<file path="src/qmn_divide.sv">
// One component lane: rounded quotient by restoring division, saturated to the format.
`default_nettype none
module qmn_divide #(
	parameter int W  = 16,
	parameter int FB = 14,
	parameter int PM = 31,
	parameter int RB = 32
) (
	input  wire logic          clk,
	input  wire logic          arst_n,
	input  wire logic          en,
	input  wire logic          in_valid,
	input  wire logic [PM-1:0] mag,
	input  wire logic          neg,
	input  wire logic [RB-1:0] root,
	output logic               out_valid,
	output logic [W-1:0]       r,
	output logic               zero
);
	localparam int QB = W + 1;
	localparam int NW = PM + FB + 3;
	localparam int DW = RB + 1;
	localparam logic [QB-1:0] LIM_NEG = QB'(1) << (W - 1);
	localparam logic [QB-1:0] LIM_POS = LIM_NEG - QB'(1);
	localparam logic [W-1:0]  MAX_POS = {1'b0, {(W-1){1'b1}}};
	localparam logic [W-1:0]  MIN_NEG = {1'b1, {(W-1){1'b0}}};

	logic [NW-1:0] num_c;
	logic [NW-1:0] hi_c;
	logic [DW-1:0] den_c;

	logic [DW-1:0] rem_s   [QB+1];
	logic [QB-1:0] quo_s   [QB+1];
	logic [QB-1:0] low_s   [QB+1];
	logic [DW-1:0] den_s   [QB+1];
	logic          neg_s   [QB+1];
	logic          ov_s    [QB+1];
	logic          zero_s  [QB+1];
	logic          valid_s [QB+1];

	logic [W-1:0]  r_q;
	logic          zero_q;
	logic          valid_q;

	// numerator and divisor for round half away from zero
	assign num_c = (NW'(mag) << (FB + 1)) + NW'(root);
	assign den_c = {root, 1'b0};
	assign hi_c  = num_c >> QB;

	// stage 0: overflow check, upper numerator bits as first remainder
	always_ff @(posedge clk) begin
		if (en) begin
			rem_s[0]  <= DW'(hi_c);
			quo_s[0]  <= '0;
			low_s[0]  <= num_c[QB-1:0];
			den_s[0]  <= den_c;
			neg_s[0]  <= neg;
			ov_s[0]   <= hi_c >= NW'(den_c);
			zero_s[0] <= root == '0;
		end
	end

	always_ff @(posedge clk or negedge arst_n) begin
		if (!arst_n) begin
			valid_s[0] <= 1'b0;
		end else if (en) begin
			valid_s[0] <= in_valid;
		end
	end

	// one quotient bit per stage
	for (genvar i = 0; i < QB; i++) begin : g_div
		logic [DW:0] rem2;
		logic        ge;

		assign rem2 = {rem_s[i], low_s[i][QB-1-i]};
		assign ge   = rem2 >= {1'b0, den_s[i]};

		always_ff @(posedge clk) begin
			if (en) begin
				rem_s[i+1]  <= ge ? DW'(rem2 - {1'b0, den_s[i]}) : DW'(rem2);
				quo_s[i+1]  <= {quo_s[i][QB-2:0], ge};
				low_s[i+1]  <= low_s[i];
				den_s[i+1]  <= den_s[i];
				neg_s[i+1]  <= neg_s[i];
				ov_s[i+1]   <= ov_s[i];
				zero_s[i+1] <= zero_s[i];
			end
		end

		always_ff @(posedge clk or negedge arst_n) begin
			if (!arst_n) begin
				valid_s[i+1] <= 1'b0;
			end else if (en) begin
				valid_s[i+1] <= valid_s[i];
			end
		end
	end

	// sign, saturation and the zero-magnitude case
	always_ff @(posedge clk) begin
		if (en) begin
			zero_q <= zero_s[QB];
			if (zero_s[QB]) begin
				r_q <= '0;
			end else if (neg_s[QB]) begin
				r_q <= (ov_s[QB] || quo_s[QB] > LIM_NEG) ? MIN_NEG : W'(-quo_s[QB]);
			end else begin
				r_q <= (ov_s[QB] || quo_s[QB] > LIM_POS) ? MAX_POS : W'(quo_s[QB]);
			end
		end
	end

	always_ff @(posedge clk or negedge arst_n) begin
		if (!arst_n) begin
			valid_q <= 1'b0;
		end else if (en) begin
			valid_q <= valid_s[QB];
		end
	end

	assign out_valid = valid_q;
	assign r         = r_q;
	assign zero      = zero_q;

endmodule
`default_nettype wire

</file>
<file path="config.mk">
export PLATFORM = sky130hd
export DESIGN_NAME = qmn_divide
export DESIGN_NICKNAME = d
export VERILOG_FILES = /design/src/qmn_divide.sv
export SDC_FILE = /design/constraint.sdc
export NUM_CORES = 2
export LEC_CHECK = 0
export BUFFER_PORTS_ARGS = -buffer_cell sky130_fd_sc_hd__buf_2
export CAP_MARGIN = 20
export CORE_MARGIN = 3
export CORE_UTILIZATION = 45
export CTS_CLUSTER_SIZE = 20
export DETAILED_ROUTE_END_ITERATION = 16
export GPL_TIMING_DRIVEN = 0
export SYNTH_ARGS = -nofsm -noshare
export SYNTH_HDL_FRONTEND = slang
export SYNTH_SLANG_ARGS = --single-unit
</file>
<file path="constraint.sdc">
create_clock -name clk -period 4.45 [get_ports clk]
set_clock_uncertainty 0.15 [all_clocks]
set_input_delay 0 -clock clk [delete_from_list [all_inputs] [get_ports clk]]
set_output_delay 0 -clock clk [all_outputs]
set_load 0.1 [all_outputs]
</file>
# Word level (Yosys, flattened, before mapping)
# Memories as Yosys holds them, arrays and structs flattened.
# Index checks and enable logic that the tools add are counted.
# W data, S select, Z words.
[word_totals] regBits=36 ram_bits=1854 inputBits=68 word_cells=92 memories=7
[mem_list] memory="den_s" depth=18 word_bits=33 read_ports=17 rd_ports_with_merged_regs=0 write_ports=18 line_no="35" source="logic [DW-1:0] den_s [QB+1];"
[mem_list] memory="rem_s" depth=18 word_bits=33 read_ports=17 rd_ports_with_merged_regs=0 write_ports=18 line_no="32" source="logic [DW-1:0] rem_s [QB+1];"
[mem_list] memory="low_s" depth=18 word_bits=17 read_ports=17 rd_ports_with_merged_regs=0 write_ports=18 line_no="34" source="logic [QB-1:0] low_s [QB+1];"
[mem_list] memory="quo_s" depth=18 word_bits=17 read_ports=18 rd_ports_with_merged_regs=0 write_ports=18 line_no="33" source="logic [QB-1:0] quo_s [QB+1];"
[mem_list] memory="neg_s" depth=18 word_bits=1 read_ports=18 rd_ports_with_merged_regs=0 write_ports=18 line_no="36" source="logic neg_s [QB+1];"
[mem_list] memory="ov_s" depth=18 word_bits=1 read_ports=18 rd_ports_with_merged_regs=0 write_ports=18 line_no="37" source="logic ov_s [QB+1];"
[mem_list] memory="1 more memories"
[classes] addsub=19 order_cmp=20 n_mux=22 reduce_logical=3
[op_table] op="$ge A34 B33 Y1" n=17
[op_table] op="$mux W33" n=17
[op_table] op="$sub A33 B33 Y33" n=17
[op_table] op="$mux W16" n=3
[op_table] op="$add A46 B32 Y47" n=1
[op_table] op="$ge A30 B33 Y1" n=1
[op_table] op="$logic_not A32 Y1" n=1
[op_table] op="$gt A17 B15 Y1 const B" n=1
[op_table] op="$gt A17 B16 Y1 const B" n=1
[op_table] op="$neg A16 Y16" n=1
[op_table] op="$logic_or A1 B1 Y1" n=2
[op_table] op="$mux W1" n=2

# Logic depth before layout (Yosys ltp)
# An unclocked memory read counts as a cell.
[logic_depth] depth_word=5 depth_mapped=23

# Worst setup path after synthesis
# No wires, ideal clock.
[synth_path] path_kind="input to register" startpoint="input mag[0]" endpoint="memory ov_s[0], data pin" arrival_time_ps=3930 t_required_ps=4028 slack_ps=98 stages=23 n_path_buf=0 path_cell_list="ha_1 > fa_1 > a21o_1 > a21oi_1 > nor2b_1 > o2111a_1 > nor2_1 > a21oi_1 > a41oi_1 > a21oi_1 > nand4_1 > xnor2_1 > ha_1 > a21o_1 > a21o_1 > a21o_1 > a21o_1 > a21o_1 > a21o_1 > a21oi_1 > nor2_1 > a2111oi_0 > a21oi_1"
[synth_rtl] item="start, declared" line_no="13" source="input wire logic [PM-1:0] mag,"
[synth_rtl] item="end, declared" line_no="37"

==> flow_metrics.py <==
metrics = {
    "yosys": {
        "syn_inst": 6716,
        "synthTopCellsByCount": "1315 x edfxtp_1, 686 x inv_1, 602 x a21oi_1",
        "synth_edf_count": 1315,
        "yosysWarningCount": 0,
        "ys.flop_type": "edfxtp_1",
        "syn_nets": 7390,
        "syn_avg_cell_area_sq_um": 11.36,
        "netlist_top_cells_area": "edfxtp_1 52%, ha_1 9.7%, mux2_2 4.4%",
        "ys_seq_area_share_pct": 52.37,
        "yosysTopAreaCell": "edfxtp_1",
        "synth_area_sq_um": 76300,
        "synth_top_area_share_pct": 51.75,
        "synth.distinct_cells": 87,
        "ys_seq_elements": 1334,
        "async_flop_share_pct": 1.424,
        "synth_most_common_cell": "edfxtp_1",
    },
    "drt": {
        "vias": 52090,
        "drt-pass1-iter-count": 6,
        "drt_wl_total_um": 182700,
        "ant_nets": 0,
        "wl_per_cell_um": 19.36,
        "first_iter_violations": 3999,
        "via_per_inst": 5.517,
        "drc": 0,
    },
    "run_status": {
        "status": "finished clean",
    },
    "clocking": {
        "clk_pin_slew_ps": 60,
        "cts-root-buf": "clkbuf_16",
        "cts_sinks": 1334,
        "h-tree-depth": 4,
        "clk_latency_ps": 770,
        "cts_buffers": 149,
        "cts_tree": "yes",
        "clockBufferDepth": 3,
    },
    "critical_path": {
        "critPathKind": "primary input to flip-flop",
        "path_common_cell": "a21oi_1",
        "cp_cell_sequence": "buf_2, ha_1, fa_1, a21o_1, a21oi_1, nor2b_1, o2111a_1, nor2_1, a21oi_1, a41oi_2, nand2b_1, dlygate4sd3_1, a21oi_1, xnor2_1, ha_1, a21o_1, a21o_1, a21oi_1, nand2_1, o21ai_0, a21oi_2",
        "required_ps": 4780,
        "reg2reg_depth": 12,
        "r2r_setup_slack_ps": 200,
        "path_max_fanout": 4,
        "cp.arrival_ps": 4750,
        "r2r-start": "rem_s[1][9]",
        "slowest_delay_ps": 570,
        "regToRegEndpoint": "rem_s[2][10]",
        "cpMaxStageDelayCell": "dlygate4sd3_1",
        "crit_family": "compound AO/OA/AOI/OAI gates",
        "critPathBufInv": 2,
        "cp-end-kind": "flip-flop",
        "critPathLaunchType": "primary input",
    },
    "layout": {
        "nNetsFinal": 7787,
        "syn_to_final_growth_pct": 13.61,
        "fin_util_pct": 51.67,
        "register_area_sq_um": 39960,
        "drive_gt1_share_pct": 10.26,
        "instances_no_fill": 9440,
        "multi_input_area_sq_um": 33330,
        "fillers": 14720,
        "design_area_sq_um": 86690,
    },
    "global_routing": {
        "antenna_found_initial": 2,
        "overflow": 0,
        "grt.total_usage_pct": 20.56,
        "grt_start_max_net_pins": 174,
        "grt_pass1_vias": 50470,
        "grt_pass1_wl_um": 282900,
    },
    "power_and_ir_drop": {
        "vdd_drop_max_v": 0.0003899,
        "finalPower_mw": 59.84,
        "p_per_area_nw_per_um2": 690.2,
        "leakagePower_nw": 35.66,
    },
    "flow_run": {
        "max_cap_viol_count": 0,
    },
    "die": {
        "start_util_pct": 45.48,
        "rows": 150,
        "ios": 86,
        "core_area_sq_um": 167800,
        "chipWidth_um": 417.8,
        "die-area_sq_um": 174500,
        "die_h_um": 417.8,
    },
    "place": {
        "place_ws_ps": -1010,
        "dp_hpwl_um": 137500,
        "place.gp.congestion": 0.9026,
        "dp.cells": 9014,
        "placed_area_sq_um": 79760,
        "place.port_buffers": 85,
    },
    "sta": {
        "finalWorstSetupSlack_ps": 31.21,
        "fin_tns_setup_ps": 0,
        "finalHoldViolations": 0,
        "rsz0062_at_grt": "yes",
        "slew_viol_final": 0,
        "layout_min_cycle_time_ps": 4419,
        "setup_viol": 0,
        "max_freq_ghz": 0.2263,
        "slew_headroom_pct": 30.58,
        "whs_ps": 143.5,
        "worst_slew_pin_slew_ps": 1015,
        "period_share_pct": 99.30,
    },
    "min_path": {
        "hold_depth": 7,
        "hold_class": "primary input to flip-flop",
        "whs_endpoint": "ov_s[0]",
        "worstHoldStart": "root[16]",
    },
}
worst reg2reg max path, delay by kind of cell (launching register included):
family / cells / cell delay [ps]
adders and majority gates: 1 / 430
buffers and inverters: 2 / 620
AOI/OAI and AO/OA: 6 / 1640
and+or+nand+nor: 3 / 740
DFF: 1 / 410
final cells by class:
type / instances / share of cell area, %
Antenna cell: 1 / 0.002887
Buffer: 160 / 0.7938
Clock buffer: 173 / 4.405
Clock inverter: 100 / 1.498
Inverter: 686 / 2.970
Multi-Input combinational cell: 4533 / 38.44
Sequential cell: 1334 / 46.10
Tap cell: 2204 / 3.181
Timing Repair Buffer: 249 / 2.609
where the power goes:
group	internal [mW]	switching (mW)	total, mW
Combinational	11.8	14.9	26.8
Clock	7.53	5.21	12.7
Sequential	18.4	1.99	20.4
state kept, by name (all words and copies together), names as in the netlist:
signal     count
den_s        289
low_s        244
neg_s         18
out_valid      1
ov_s          18
quo_s        153
r             16
rem_s        558
valid_s       18
zero           1
zero_s        18
layer usage:
metal,routed length [um],global-route usage (%),vias to the layer above
li1,-,-,25560
met1,80720,27.46,25040
met2,87880,34.62,1204
met3,9224,3.241,275
met4,4929,5.920,0
met5,0,0,-
what timing repair did:
item,4_1_cts,5_1_grt
endpoints found under the hold margin,240,0
endpoints found under the setup margin,187,431
hold buffers,147,0
gates cloned,0,1
pin swaps,3,2
gates resized for setup,22,51
buffers inserted,4,1
cell families (layout without fill, tap and decap cells):
kind of cell | Yosys count | count (layout) | share of synthesized area (%)
DFF | 1334 | 1334 | 52.37
xor gates and xnor gates | 472 | 472 | 5.418
AOI/OAI and AO/OA | 1766 | 1766 | 14.43
and+or+nand+nor | 1377 | 1377 | 8.838
adders and majority gates | 606 | 606 | 10.10
other | 0 | 1 | 0
muxes | 312 | 312 | 4.578
buffers and inverters | 849 | 1368 | 4.254
worst max path at each step:
| stage | startpoint | endpoint | slack [ps] | cells after the start |
|---|---|---|---|---|
| detailed placement | root[15] | ov_s[0] | -1010 | 24 |
| global placement | en | r[2] | -17720 | 1 |
| global route | root[15] | ov_s[0] | -190 | 21 |
| floorplan | mag[0] | ov_s[0] | 100 | 23 |
| CTS | low_s[13][1] | rem_s[14][30] | 20 | 14 |
| finish | root[15] | ov_s[0] | 30 | 21 |
cell usage in the layout, fill, tap and decap left out, types with 25 or more instances in the layout:
cell	n
nand3_1	103
edfxtp_1	1315
o21ai_0	347
o21bai_1	57
mux2_2	296
xor2_1	179
and3_1	50
nand2b_1	86
clkbuf_16	150
o211ai_1	25
xnor2_1	293
nor2_1	369
nand4_1	95
a31oi_1	90
a21oi_1	598
buf_2	111
clkinv_1	27
nor3_1	68
clkinv_2	27
nand2_1	365
dlygate4sd3_1	147
nor4_1	25
inv_1	686
clkbuf_1	133
o21a_1	65
a211oi_1	31
nor2b_1	87
a21o_1	307
o31ai_1	32
ha_1	589
Note: power is estimated with default switching activity, not from simulation.
